--- src/hw/rtl/ahs_pkg.sv ---
// ----------------------------------------------------------------------------
// ahs_pkg
// Shared constants and the arctangent table for the hillshade pipeline.
// ----------------------------------------------------------------------------
package ahs_pkg;

    localparam int CORDIC_STEPS = 30;
    localparam int SQRT_STEPS   = 31;
    localparam int DIV_BITS     = 16;

    // latency of each pipelined unit, including its input register
    localparam int SC_LAT = CORDIC_STEPS + 2;
    localparam int AT_LAT = CORDIC_STEPS + 2;
    localparam int SQ_LAT = SQRT_STEPS + 1;
    localparam int DV_LAT = DIV_BITS + 2;

    localparam int SC_W  = 34;
    localparam int VEC_W = 42;

    localparam logic signed [SC_W-1:0] KINV      = 34'sd652032874;
    localparam logic signed [SC_W-1:0] Q30_ONE   = 34'sd1073741824;
    localparam logic signed [SC_W-1:0] HALF_TURN = 34'sd2147483648;

    localparam logic [31:0] TWO_PI_Q29  = 32'd3373259426;
    localparam logic [17:0] HALF_PI_Q16 = 18'd102944;

    // register indexes of the configuration port
    localparam logic [1:0] REG_AZIMUTH = 2'd0;
    localparam logic [1:0] REG_HEIGHT  = 2'd1;
    localparam logic [1:0] REG_EXAG    = 2'd2;
    localparam logic [1:0] REG_MODE    = 2'd3;

    // shading modes, any other code shades as standard
    localparam logic [1:0] MODE_STD   = 2'd0;
    localparam logic [1:0] MODE_CLAMP = 2'd1;
    localparam logic [1:0] MODE_SLOPE = 2'd2;

    // atan(2^-i) in 2^32 units per turn
    function automatic logic signed [SC_W-1:0] atan_step(input int i);
        case (i)
            0:  return 34'sh20000000;
            1:  return 34'sh12E4051D;
            2:  return 34'sh09FB385B;
            3:  return 34'sh051111D4;
            4:  return 34'sh028B0D43;
            5:  return 34'sh0145D7E1;
            6:  return 34'sh00A2F61E;
            7:  return 34'sh00517C55;
            8:  return 34'sh0028BE53;
            9:  return 34'sh00145F2E;
            10: return 34'sh000A2F98;
            11: return 34'sh000517CC;
            12: return 34'sh00028BE6;
            13: return 34'sh000145F3;
            14: return 34'sh0000A2F9;
            15: return 34'sh0000517C;
            16: return 34'sh000028BE;
            17: return 34'sh0000145F;
            18: return 34'sh00000A2F;
            19: return 34'sh00000517;
            20: return 34'sh0000028B;
            21: return 34'sh00000145;
            22: return 34'sh000000A2;
            23: return 34'sh00000051;
            24: return 34'sh00000028;
            25: return 34'sh00000014;
            26: return 34'sh0000000A;
            27: return 34'sh00000005;
            28: return 34'sh00000002;
            29: return 34'sh00000001;
            default: return '0;
        endcase
    endfunction

endpackage

--- src/hw/rtl/ahs_isqrt.sv ---
// ----------------------------------------------------------------------------
// ahs_isqrt
// Pipelined floor square root of a value up to 2^60, one result bit a stage.
// ----------------------------------------------------------------------------
module ahs_isqrt #(
    parameter int SB_W = 1
) (
    input  logic              aclk,
    input  logic              en,
    input  logic [60:0]       value,
    input  logic [SB_W-1:0]   sb_in,
    output logic [30:0]       root,
    output logic [SB_W-1:0]   sb_out
);

    localparam int N = ahs_pkg::SQRT_STEPS;

    logic [61:0]     v_reg [0:N];
    logic [61:0]     r_reg [0:N];
    logic [SB_W-1:0] sb_reg [0:N];

    always_ff @(posedge aclk) begin
        if (en) begin
            v_reg[0]  <= {1'b0, value};
            r_reg[0]  <= '0;
            sb_reg[0] <= sb_in;
        end
    end

    for (genvar i = 0; i < N; i++) begin : g_step
        localparam logic [61:0] BIT = 62'd1 << (60 - 2 * i);
        logic [61:0] trial, v_next, r_next;
        always_comb begin
            trial = r_reg[i] + BIT;
            if (v_reg[i] >= trial) begin
                v_next = v_reg[i] - trial;
                r_next = (r_reg[i] >> 1) + BIT;
            end else begin
                v_next = v_reg[i];
                r_next = r_reg[i] >> 1;
            end
        end
        always_ff @(posedge aclk) begin
            if (en) begin
                v_reg[i+1]  <= v_next;
                r_reg[i+1]  <= r_next;
                sb_reg[i+1] <= sb_reg[i];
            end
        end
    end

    assign root   = r_reg[N][30:0];
    assign sb_out = sb_reg[N];

endmodule

--- config.mk ---
export PLATFORM = sky130hd
export DESIGN_NAME = ahs_isqrt
export DESIGN_NICKNAME = d
export VERILOG_FILES = /design/src/hw/rtl/ahs_pkg.sv /design/src/hw/rtl/ahs_isqrt.sv
export SDC_FILE = /design/constraint.sdc
export NUM_CORES = 2
export LEC_CHECK = 0
export BUFFER_PORTS_ARGS = -buffer_cell sky130_fd_sc_hd__buf_2
export CORE_MARGIN = 3
export CORE_UTILIZATION = 60
export DETAILED_ROUTE_END_ITERATION = 10
export HOLD_SLACK_MARGIN = 0.06
export PLACE_DENSITY_LB_ADDON = 0.25
export SLEW_MARGIN = 10
export SYNTH_ARGS = -nofsm -noshare
export SYNTH_HDL_FRONTEND = slang
export SYNTH_SLANG_ARGS = --single-unit
--- constraint.sdc ---
create_clock -name aclk -period 4.5 [get_ports aclk]
set_input_delay 0.9 -clock aclk [delete_from_list [all_inputs] [get_ports aclk]]
set_output_delay 0.9 -clock aclk [all_outputs]
set_load 0.05 [all_outputs]
# Yosys cells after proc, flatten, opt, wreduce, memory -nomap -nowiden
# Memories as Yosys holds them, arrays and structs flattened.
# Cells that the tools add are included.
# word_totals
reg_bits,0
mem_bits_rw,4000
input_bits,64
out_inout_bits,32
elab_cells,191
memories,3
# classes
n_addsub,93
order_cmp,31
n_mux,64
# mem_list
memory,words,word_bits,read_ports,rd_clocked_by_memory_dff,wr,line,rtl
r_reg,32,62,32,0,32,ahs_isqrt.sv:19,logic [61:0] r_reg [0:N];
v_reg,32,62,31,0,32,ahs_isqrt.sv:18,logic [61:0] v_reg [0:N];
sb_reg,32,1,32,0,32,ahs_isqrt.sv:20,logic [SB_W-1:0] sb_reg [0:N];
# ops
operator,n
62-bit two-way mux,62
62-bit >= comparator,31
62-bit subtractor,31
61-bit by 1-bit adder with 62-bit output (second input constant),1
61-bit by 11-bit adder with 62-bit output (second input constant),1
61-bit by 13-bit adder with 62-bit output (second input constant),1
61-bit by 15-bit adder with 62-bit output (second input constant),1
61-bit by 17-bit adder with 62-bit output (second input constant),1
61-bit by 19-bit adder with 62-bit output (second input constant),1
61-bit by 21-bit adder with 62-bit output (second input constant),1
61-bit by 23-bit adder with 62-bit output (second input constant),1
61-bit by 25-bit adder with 62-bit output (second input constant),1
61-bit by 27-bit adder with 62-bit output (second input constant),1
61-bit by 29-bit adder with 62-bit output (second input constant),1
61-bit by 3-bit adder with 62-bit output (second input constant),1
61-bit by 31-bit adder with 62-bit output (second input constant),1
61-bit by 33-bit adder with 62-bit output (second input constant),1
61-bit by 35-bit adder with 62-bit output (second input constant),1
61-bit by 37-bit adder with 62-bit output (second input constant),1
61-bit by 39-bit adder with 62-bit output (second input constant),1
61-bit by 41-bit adder with 62-bit output (second input constant),1
61-bit by 43-bit adder with 62-bit output (second input constant),1
61-bit by 45-bit adder with 62-bit output (second input constant),1
61-bit by 47-bit adder with 62-bit output (second input constant),1
42 further kinds,43

# Depth between registers and ports, before layout
# depth
ltp_word,3
depth_mapped,16
depth_no_buf,12

# Worst setup path before layout
# No wires, ideal clock.
# synth_timing
kind,register to register
from,memory v_reg[25][15] (netlist: v_reg[12][77])
to,"memory v_reg[26][47] (netlist: v_reg[13][47]), data pin"
arrival_time_ns,2.951
path_slack_ns,1.292
stages_incl_launch_ff,11
synth_period_minus_slack_ns,3.208
cell_sequence,edfxtp_1 > ha_1 > a21oi_1 > o21ai_0 > o41ai_1 > o211ai_1 > a311oi_2 > o31ai_1 > nor4_2 > nand3_1 > xnor2_1
# synth_lines
element,line
from (decl),ahs_isqrt.sv:18

==> metrics.txt <==
Critical Path End Type=register; # setup viols final=0; via count=approximately 75k; Synth top area share=a little over three fifths; postcts setup bufs=0; worst hold stages=1; Initial Util=around three fifths; drt pass-1 iters=6; xor and xnor area share after synthesis=6.239%; number of flops mapped to enable cells by yosys=about 2.4k; core area=between 150000 and 200000 um2; commonest non-fill, non-tap cell in the layout=edfxtp_1; max-slew violation count=0; CTS clk-pin slew, worst paths=~0.070 ns; TritonCTS Sinks=between 2k and 2.5k; R2R setup slack=roughly 0.31 ns; max reg flops=1921; CTS tree=done; Final #Nets=approximately 10k; mux cell area share after synthesis=0.7849%; CP arrival=~4.8 ns; # IOs=96; gr usage total=between 20 and 30%; post-synthesis compound-gate area fraction=a little under a tenth; DR iter-0 viols=approximately 7.7k; Max-cap violations=0; Post-Synth Simple-Gate Area=11.98%; drt total wl=~290 mm; main combinational cell family by area after synthesis=simple AND/OR/NAND/NOR gates; total global routing overflow=0; PD cells=roughly 520 nW/um2; Mapped Area=116400 um2; largest net degree at the start of global routing=roughly 170; dominant synthesized flop cell=edfxtp_1; Worst Hold End=v_reg[0][42]; RSZ-0062 raised after global routing=false; Crit Path Max Fanout=10; HPWL after DPL=about 210 mm; Post-DRT Antenna Nets=0; Setup CP Type=reg2reg; distinct cell type count of the synthesized netlist=between 100 and 150; Synth Area in Adders=5.623%; Worst Reg-to-Reg Cells=9; worst-case clock skew=just under 0.06 ns; share of the yosys chip area belonging to registers=approximately 63%; crit-path leading delay family=simple AND/OR/NAND/NOR gates; H-tree levels=4; outcome=finished, final reports clean; Leakage=just under 0.05 uW; CP Launch Type=register; ys async rst share=0%; post-cts sizing count=0; Post-Syn Instances=~9k; endpoints failing hold=0; Critical Path RT=around 5.1 ns; quantity of hold-fixing buffers added after cts=0; synth top area cells=edfxtp_1 63%, ha_1 5.6%, xnor2_1 3.4%; routed vias/inst=6.159; r2r endpoint=v_reg[13][102]; most frequent cells in the layout=2449 x edfxtp_1, 666 x inv_1, 615 x nor2_1; Clock Latency Late Sink=around 0.90 ns; dominant cell type by area after synthesis=edfxtp_1; crit path time final=4.194 ns; worst min-delay path class=in2reg; drc violations=0; Ys Warns=0; critical path's largest stage delay=0.98 ns; Least-Margin Pin Slew=about 1.1 ns; worst min-delay path startpoint=value[42]; first-pass GRT wire length=~440 mm; placed insts=11.73k; initial antenna violation count=15; Fmax=between 200 and 250 MHz; P&R area growth vs syn=10.95%; syn avg cell area=around 13 um2; DR WL/cell=23.54 um; Peak VDD IR=roughly 420 uV; worst path bufs/invs=0; final setup TNS=0 ns; Final Wtd Congestion=about 0.95; clock buffer count from CTS=about 240; crit-path cells=ha_1, or4b_2, nor4_1, a31oi_1, nand4_1, a21o_1, o21ai_1, nor4b_1, xor2_1; fin crit share=between 90% and 100%; vias in the first global route=approximately 72k; Slew Limit Headroom=22.79%; Die H=between 400 and 500 um; row count=roughly 160; chip width=roughly 450 um; CP max-delay cell=nor4_1; Clock Path Buffers=3; Reg-to-Reg Start=v_reg[13][12]; Root Driver=clkbuf_16; #FFs+latches synth=approximately 2.4k; DIE AREA=around 200000 um2; fin cells=approximately 12k; share of layout cells above drive strength 1=approximately 8%; final core occ=67.05%; Port Buffers=95
## metal layers
layer	share of wire, %	global-route usage (%)	vias up
met3	6.9	4.391	523
met1	43	40.27	36790
met5	0.018	0	-
met4	3.0	8.476	8
met2	47	46.35	2812
li1	-	-	34950
## cell type report
type	instances	area, um2
well taps	2526	3161
repair buffers	220	1792
flip-flops and latches	2449	73540
multi-input cells	5865	39540
diodes	7	17.52
inverters	671	2521
fillers	13670	63460
clock inverters	187	2469
clock buffers	265	6078
## synth_stat cells (all sizes together), types with 76 or more instances
cell type / instances
a21oi: 596
edfxtp: 2449
nand4: 151
inv: 671
xnor2: 452
clkbuf: 150
o21a: 76
o21ai: 410
nand3: 166
a21o: 208
nor4: 314
ha: 523
xor2: 377
nand2b: 94
or3: 89
nand2: 585
nor2: 619
nor3: 250
## cells by family (layout without fill, tap and decap cells)
group	count (synthesis)	after routing
DFF	2449	2449
buffers and inverters	871	1343
AOI/OAI and AO/OA	1737	1737
xor gates and xnor gates	829	829
and+or+nand+nor	2692	2692
adders and majority gates	523	523
muxes	82	82
other	1	9
## stage by stage
stage | power (uW) | cell area, um2 | hold WS, ns | setup WS, ns
2_1_floorplan | 40460 | 116400 | 0.4003 | 1.292
3_3_place_gp | 45180 | 120500 | 0.4003 | 0.3315
3_5_place_dp | 45330 | 120500 | 0.4045 | 0.1460
4_1_cts | 66900 | 129100 | 0.1116 | 0.1361
5_1_grt | 69670 | 129100 | 0.1323 | 0.1826
6_report | 66720 | 129100 | 0.1763 | 0.3057
## worst max-delay path by stage
stage / startpoint / to / depth (start not counted)
2_1_floorplan: v_reg[12][77] / v_reg[13][47] / 10
3_3_place_gp: v_reg[13][104] / v_reg[14][49] / 10
3_5_place_dp: v_reg[13][104] / v_reg[14][49] / 10
4_1_cts: v_reg[13][104] / v_reg[14][49] / 10
5_1_grt: v_reg[13][12] / v_reg[13][114] / 9
6_report: v_reg[13][12] / v_reg[13][102] / 9
## power breakdown
part | switching, uW | total [uW] | internal, uW | leakage, uW
Clock | 8950 | 21500 | 12500 | 0.00410
Sequential | 2540 | 31400 | 28900 | 0.0236
Combinational | 8270 | 13800 | 5570 | 0.0207
Total | 19800 | 66700 | 47000 | 0.0484
Note: power is estimated with default switching activity, not from simulation.
