<file path="config.mk">
export PLATFORM = sky130hd
export DESIGN_NAME = ahs_div
export DESIGN_NICKNAME = d
export VERILOG_FILES = /design/src/hw/rtl/ahs_pkg.sv /design/src/hw/rtl/ahs_div.sv
export SDC_FILE = /design/constraint.sdc
export NUM_CORES = 2
export LEC_CHECK = 0
export CAP_MARGIN = 25
export CORE_ASPECT_RATIO = 0.7
export CORE_MARGIN = 2
export CORE_UTILIZATION = 50
export CTS_CLUSTER_DIAMETER = 200
export CTS_CLUSTER_SIZE = 12
export DETAILED_ROUTE_END_ITERATION = 16
export DONT_BUFFER_PORTS = 1
export HOLD_SLACK_MARGIN = 0.08
export SYNTH_ARGS = -nofsm -noshare
export SYNTH_HDL_FRONTEND = slang
export SYNTH_SLANG_ARGS = --single-unit
</file>
<file path="constraint.sdc">
create_clock -name aclk -period 4.23 [get_ports aclk]
set_input_delay 0.6345 -clock aclk [delete_from_list [all_inputs] [get_ports aclk]]
set_output_delay 0.6345 -clock aclk [all_outputs]
set_load 0.03 [all_outputs]
</file>
<file path="src/hw/rtl/ahs_pkg.sv">
// ----------------------------------------------------------------------------
// ahs_pkg
// Shared constants and the arctangent table for the hillshade pipeline.
// ----------------------------------------------------------------------------
package ahs_pkg;

    localparam int CORDIC_STEPS = 30;
    localparam int SQRT_STEPS   = 31;
    localparam int DIV_BITS     = 16;

    // latency of each pipelined unit, including its input register
    localparam int SC_LAT = CORDIC_STEPS + 2;
    localparam int AT_LAT = CORDIC_STEPS + 2;
    localparam int SQ_LAT = SQRT_STEPS + 1;
    localparam int DV_LAT = DIV_BITS + 2;

    localparam int SC_W  = 34;
    localparam int VEC_W = 42;

    localparam logic signed [SC_W-1:0] KINV      = 34'sd652032874;
    localparam logic signed [SC_W-1:0] Q30_ONE   = 34'sd1073741824;
    localparam logic signed [SC_W-1:0] HALF_TURN = 34'sd2147483648;

    localparam logic [31:0] TWO_PI_Q29  = 32'd3373259426;
    localparam logic [17:0] HALF_PI_Q16 = 18'd102944;

    // register indexes of the configuration port
    localparam logic [1:0] REG_AZIMUTH = 2'd0;
    localparam logic [1:0] REG_HEIGHT  = 2'd1;
    localparam logic [1:0] REG_EXAG    = 2'd2;
    localparam logic [1:0] REG_MODE    = 2'd3;

    // shading modes, any other code shades as standard
    localparam logic [1:0] MODE_STD   = 2'd0;
    localparam logic [1:0] MODE_CLAMP = 2'd1;
    localparam logic [1:0] MODE_SLOPE = 2'd2;

    // atan(2^-i) in 2^32 units per turn
    function automatic logic signed [SC_W-1:0] atan_step(input int i);
        case (i)
            0:  return 34'sh20000000;
            1:  return 34'sh12E4051D;
            2:  return 34'sh09FB385B;
            3:  return 34'sh051111D4;
            4:  return 34'sh028B0D43;
            5:  return 34'sh0145D7E1;
            6:  return 34'sh00A2F61E;
            7:  return 34'sh00517C55;
            8:  return 34'sh0028BE53;
            9:  return 34'sh00145F2E;
            10: return 34'sh000A2F98;
            11: return 34'sh000517CC;
            12: return 34'sh00028BE6;
            13: return 34'sh000145F3;
            14: return 34'sh0000A2F9;
            15: return 34'sh0000517C;
            16: return 34'sh000028BE;
            17: return 34'sh0000145F;
            18: return 34'sh00000A2F;
            19: return 34'sh00000517;
            20: return 34'sh0000028B;
            21: return 34'sh00000145;
            22: return 34'sh000000A2;
            23: return 34'sh00000051;
            24: return 34'sh00000028;
            25: return 34'sh00000014;
            26: return 34'sh0000000A;
            27: return 34'sh00000005;
            28: return 34'sh00000002;
            29: return 34'sh00000001;
            default: return '0;
        endcase
    endfunction

endpackage

</file>
<file path="src/hw/rtl/ahs_div.sv">
// ----------------------------------------------------------------------------
// ahs_div
// Pipelined restoring divider with a 16-bit saturating quotient.
// ----------------------------------------------------------------------------
module ahs_div #(
    parameter int SB_W = 1
) (
    input  logic               aclk,
    input  logic               en,
    input  logic [47:0]        dividend,
    input  logic signed [35:0] divisor,
    input  logic               num_nz,
    input  logic [SB_W-1:0]    sb_in,
    output logic [15:0]        quotient,
    output logic               sat,
    output logic [SB_W-1:0]    sb_out
);

    localparam int N = ahs_pkg::DIV_BITS;

    logic [47:0]     rem_reg [0:N];
    logic [31:0]     d_reg [0:N];
    logic [N-1:0]    q_reg [0:N];
    logic            dpos_reg [0:N];
    logic            over_reg [0:N];
    logic            nz_reg [0:N];
    logic [SB_W-1:0] sb_reg [0:N];

    logic [15:0]     quot_reg;
    logic            sat_reg;
    logic [SB_W-1:0] sb_out_reg;

    always_ff @(posedge aclk) begin
        if (en) begin
            rem_reg[0]  <= dividend;
            d_reg[0]    <= divisor[31:0];
            q_reg[0]    <= '0;
            dpos_reg[0] <= (divisor > 0);
            over_reg[0] <= (dividend >= ({16'b0, divisor[31:0]} << N));
            nz_reg[0]   <= num_nz;
            sb_reg[0]   <= sb_in;
        end
    end

    for (genvar j = 0; j < N; j++) begin : g_step
        localparam int K = N - 1 - j;
        logic [47:0] shifted;
        logic        take;
        assign shifted = {16'b0, d_reg[j]} << K;
        assign take    = (rem_reg[j] >= shifted);
        always_ff @(posedge aclk) begin
            if (en) begin
                rem_reg[j+1]  <= take ? rem_reg[j] - shifted : rem_reg[j];
                q_reg[j+1]    <= {q_reg[j][N-2:0], take};
                d_reg[j+1]    <= d_reg[j];
                dpos_reg[j+1] <= dpos_reg[j];
                over_reg[j+1] <= over_reg[j];
                nz_reg[j+1]   <= nz_reg[j];
                sb_reg[j+1]   <= sb_reg[j];
            end
        end
    end

    always_ff @(posedge aclk) begin
        if (en) begin
            sb_out_reg <= sb_reg[N];
            // non-positive divisor saturates unless the numerator is zero
            if (!dpos_reg[N]) begin
                quot_reg <= nz_reg[N] ? 16'hFFFF : 16'h0000;
                sat_reg  <= nz_reg[N];
            end else if (over_reg[N]) begin
                quot_reg <= 16'hFFFF;
                sat_reg  <= 1'b1;
            end else begin
                quot_reg <= 16'(q_reg[N]);
                sat_reg  <= 1'b0;
            end
        end
    end

    assign quotient = quot_reg;
    assign sat      = sat_reg;
    assign sb_out   = sb_out_reg;

endmodule

</file>
Word-level counts from Yosys, hierarchy flattened. Memories as Yosys holds them, arrays and structs flattened. A register that Yosys moved wholly into a read port is not among the register bits. Cells that the tools add are included.

Flip-flop bits (word level): 17. Bits in writable memories: 1700. Bits of input ports: 88. Output and inout bits: 18. Logic and storage cells: 66. Memories kept: 7.

Memory list: rem_reg (words 17, width 48, read ports 16, clocked after memory_dff 0, write ports 17, line ahs_div.sv:21) `logic [47:0] rem_reg [0:N];`; d_reg (words 17, width 32, read ports 16, clocked after memory_dff 0, write ports 17, line ahs_div.sv:22) `logic [31:0] d_reg [0:N];`; q_reg (words 17, width 16, read ports 17, clocked after memory_dff 0, write ports 17, line ahs_div.sv:23) `logic [N-1:0] q_reg [0:N];`; dpos_reg (words 17, width 1, read ports 17, clocked after memory_dff 0, write ports 17, line ahs_div.sv:24) `logic dpos_reg [0:N];`; nz_reg (words 17, width 1, read ports 17, clocked after memory_dff 0, write ports 17, line ahs_div.sv:26) `logic nz_reg [0:N];`; over_reg (words 17, width 1, read ports 17, clocked after memory_dff 0, write ports 17, line ahs_div.sv:25) `logic over_reg [0:N];`; +1 memories.

Add/sub/neg operators: 16. Order comparisons: 18. Multiplexer cells: 23.

Operators by type and width (number): 48-bit 2-to-1 mux (16); 48-bit by 32-bit greater-or-equal comparator with 1-bit output (1); 48-bit by 33-bit greater-or-equal comparator with 1-bit output (1); 48-bit by 34-bit greater-or-equal comparator with 1-bit output (1); 48-bit by 35-bit greater-or-equal comparator with 1-bit output (1); 48-bit by 36-bit greater-or-equal comparator with 1-bit output (1); 48-bit by 37-bit greater-or-equal comparator with 1-bit output (1); 48-bit by 38-bit greater-or-equal comparator with 1-bit output (1); 48-bit by 39-bit greater-or-equal comparator with 1-bit output (1); 48-bit by 40-bit greater-or-equal comparator with 1-bit output (1); 48-bit by 41-bit greater-or-equal comparator with 1-bit output (1); 48-bit by 42-bit greater-or-equal comparator with 1-bit output (1); 48-bit by 43-bit greater-or-equal comparator with 1-bit output (1); 48-bit by 44-bit greater-or-equal comparator with 1-bit output (1); 48-bit by 45-bit greater-or-equal comparator with 1-bit output (1); 48-bit by 46-bit greater-or-equal comparator with 1-bit output (1); 48-bit by 47-bit greater-or-equal comparator with 1-bit output (1); 48-bit greater-or-equal comparator (1); 16-bit 2-to-1 mux (3); 48-bit by 32-bit subtractor with 48-bit output (1); 48-bit by 33-bit subtractor with 48-bit output (1); 48-bit by 34-bit subtractor with 48-bit output (1); 48-bit by 35-bit subtractor with 48-bit output (1); 48-bit by 36-bit subtractor with 48-bit output (1); 13 further kinds (16).

Logic depth before layout (Yosys ltp). An unclocked memory read counts as a cell.

Word-level depth: 3. Depth in mapped cells: 15. Gate-level depth less buffers: 15.

Worst setup path before layout. Ideal clock, no wire load.

Kind: register to register. Start: memory rem_reg[14][1], in the netlist rem_reg[0][673]. End: memory rem_reg[15][41], in the netlist rem_reg[0][761] (data pin). Library setup time: 0.258 ns. Arrival: 3.221 ns. Required time: 3.972 ns. Setup slack: 0.752 ns. Stages on the path, launching flop included: 15. Buffers on the path: 0. Clock period less this slack: 3.478 ns. Cell sequence: edfxtp_1 -> inv_1 -> ha_1 -> inv_1 -> fa_1 -> a211oi_1 -> o21ai_0 -> a31oi_1 -> nor4b_1 -> o2111ai_1 -> a21oi_1 -> a31oi_1 -> o31a_1 -> or4b_1 -> xnor2_1.

RTL lines (line): start: declaration (ahs_div.sv:21).

==> flow_summary.ini <==
[worst_setup_path]
crit_slowest_cell = or4b_2
critPathArrivalTime_ps = 4670
reg2reg_depth = 9
start_kind = register
crit_type = register to register
cp-startpoint = rem_reg[0][679]
worst_setup_path_end_kind = register
reg2reg_from = rem_reg[0][679]
slowest_delay_ps = 660
crit-reg2reg-capture = rem_reg[0][766]
worstPathRequired_ps = 4770
cpMostUsedCell = a21oi_1
endpoint = rem_reg[0][766]
cp_max_fo = 5
reg2reg_slack_ps = 100
worstPathCellList = ha_1 -> a21oi_1 -> or4b_2 -> a21oi_1 -> nor2_1 -> a31oi_1 -> a211oi_1 -> a2111oi_0 -> xor2_1

[cts]
cts.path.max_buffers = 3
clk_latency_ps = 800
cts_tree = done
cts_setup_buffers = 0
root_buffer = clkbuf_16
cts.sinks = 1502
path_clk_slew_ps = 70
htreeDepth = 4
numCtsBuffers = 143

[global_routing]
grt_overflow = 0
grt_pass1_vias = 53700
grt_pass1_wl_um = 332000
grt_max_degree = 281
grt_use_total_pct = 25.8
grt_antenna_before_repair = 8

[yosys]
yosys.area.top_type_share_pct = 54.6
yosysUniqueCellTypes = 93
post-synth-top-count-cell = edfxtp_1
synth_enable_flop_cells = 1502
ys_seq_area_share_pct = 54.6
synth_commonest_cells = 1502 x edfxtp_1, 689 x inv_1, 630 x a21oi_1
ys_async_sr_fraction_pct = 0
ys_ff_latch = 1502
synth.cell_area_um2 = 82600
synth_top_area_cell = edfxtp_1
syn_inst = 7415
synth_area_leaders = edfxtp_1 55%, ha_1 8.2%, a21oi_1 3.8%, inv_1 3.1%, xnor2_1 3.1%
yosys_warnings = 0
synth.net_count = 8062
syn_avg_cell_area_um2 = 11.1
ys.flop_type = edfxtp_1

[sta]
period_minus_slack_ps = 4130
slew_headroom_pct = -6.51
worst_pin_slew_ps = 1600
hold_viol_final = 0
rsz0062_at_grt = no
layout_setup_ws_ps = 105
fmax_mhz = 242
skew_ps = 50.6
finalSetupTns_ps = 0
slew_viol_final = 74
finalCritPeriodShare_pct = 97.5
setup_viol_count_final = 0

[routing]
highest_layer = met4
drc_errors = 0
num_vias = 58200
wl_met3_um = 25000
wl_met2_um = 73000
viasPerCell = 5.87
drt_first_pass_iters = 6
wl_um = 218000
routedWlPerCell_um = 22.0
initialDrtViolationCount = 7010
wl_met1_um = 118000
detail-route-antenna-nets = 0

[run]
drv_cap = 0

[die]
start_util_pct = 50.4
io_pins = 106
die_x_um = 490
die_area_um2 = 168000
row_count = 124
core_area_um2 = 164000
die_h_um = 344

[placement]
pre_cts_ws_ps = -1000
dp_hpwl_um = 166000
routabilityCongestion = 0.964
io_buffers = 0

[finish]
syn_to_final_growth_pct = 11.4
nNetsFinal = 8349
largest_register_ffs = 768
drive_above_1_share_pct = 7.80
nFillCells = 13900

[power_and_ir_drop]
peakVddDrop_v = 0.000439
leakagePower_uw = 0.0364
power_density_nw_per_um2 = 681

[status]
failed_checks = slew limit
status = finished, violations left

[worst_hold_path]
holdCritPathClass = input pin to register
==> per-stage QoR <==
| stage | hold slack, ps | instances | utilization, % | total power, µW | cell area [µm²] |
|---|---|---|---|---|---|
| 3_3_place_gp | 401 | 9673 | 53.1 | 49700 | 86900 |
| 2_1_floorplan | 400 | 7415 | - | 41200 | 82600 |
| 6_report | 217 | 9925 | 56.2 | 62600 | 92000 |
| 5_1_grt | 185 | 9922 | 56.2 | 66600 | 92000 |
| 4_1_cts | 158 | 9917 | 56.1 | 62300 | 91800 |
| 3_5_place_dp | 405 | 9674 | 53.1 | 50000 | 86900 |
==> worst min-delay path by stage <==
stage / from / slack [ps] / cells after the start / endpoint
finish: divisor[35] / 220 / 2 / dpos_reg[0][0]
global route: divisor[35] / 180 / 2 / dpos_reg[0][0]
CTS: divisor[35] / 160 / 2 / dpos_reg[0][0]
detailed placement: dpos_reg[0][15] / 400 / 0 / dpos_reg[0][16]
global placement: dpos_reg[0][0] / 400 / 0 / dpos_reg[0][1]
floorplan: dpos_reg[0][9] / 400 / 0 / dpos_reg[0][10]
==> placed cells by master (no fill, tap or decap), drive strengths merged, types with 15 or more instances in the layout <==
cell,n
edfxtp,1502
inv,694
a21oi,630
nand2,595
ha,544
o21ai,493
nor2,445
a21o,310
xnor2,291
buf,276
xor2,235
clkbuf,144
nand3,123
nand4,103
nor3,101
dlygate4sd3,83
nor2b,81
mux2,76
o21bai,76
nor4,70
o21a,65
nand2b,62
a31oi,57
a211oi,56
and3,52
o31ai,48
o211ai,41
or3,39
and2,29
a21boi,23
or2,21
and4,21
nor4b,19
or4,17
nand4b,15
o2111ai,15
fa,15
a41oi,15
==> critical path: cells and delay by family, from the launching register on <==
family	cells	cell delay, ps
compound gates	5	1770
simple gates	2	810
xor+xnor	1	500
flops	1	400
fa+ha+maj	1	360
==> cell type report <==
class / instances / area [µm²] / area share [%]
antenna: 4 / 10.0 / 0.0109
clock buffer: 143 / 3580 / 3.89
clock inverter: 16 / 430 / 0.468
inverter: 692 / 2600 / 2.82
multi-input combinational: 5002 / 34200 / 37.2
sequential: 1502 / 45100 / 49.0
tap: 2205 / 2760 / 3.00
timing repair buffer: 361 / 3300 / 3.59
==> what timing repair did <==
action	CTS	global route
cloned	1	0
hold endpoints to repair	100	0
pin swaps	0	3
resized for setup	2	22
setup endpoints to repair	185	107
hold buffers	83	0
==> cell families after synthesis <==
group | synth area share [%]
DFF | 54.6
and+or+nand+nor | 10.8
muxes | 1.12
xor gates and xnor gates | 5.58
adders and majority gates | 8.61
buffers and inverters | 4.18
AOI/OAI and AO/OA | 15.1
==> report_power, final <==
part,leakage [µW],internal (µW),switching [µW]
clock,0.00193,6130,5720
combinational,0.0200,11300,16000
sequential,0.0145,21100,2310
total,0.0364,38500,24100
==> routing by layer <==
| metal | vias up | GRT usage [%] |
|---|---|---|
| met5 | - | 0 |
| met4 | 0 | 3.92 |
| met3 | 160 | 8.66 |
| met2 | 2111 | 29.4 |
| met1 | 28200 | 45.0 |
| li1 | 27800 | - |
(Power assumes the default switching activity.)
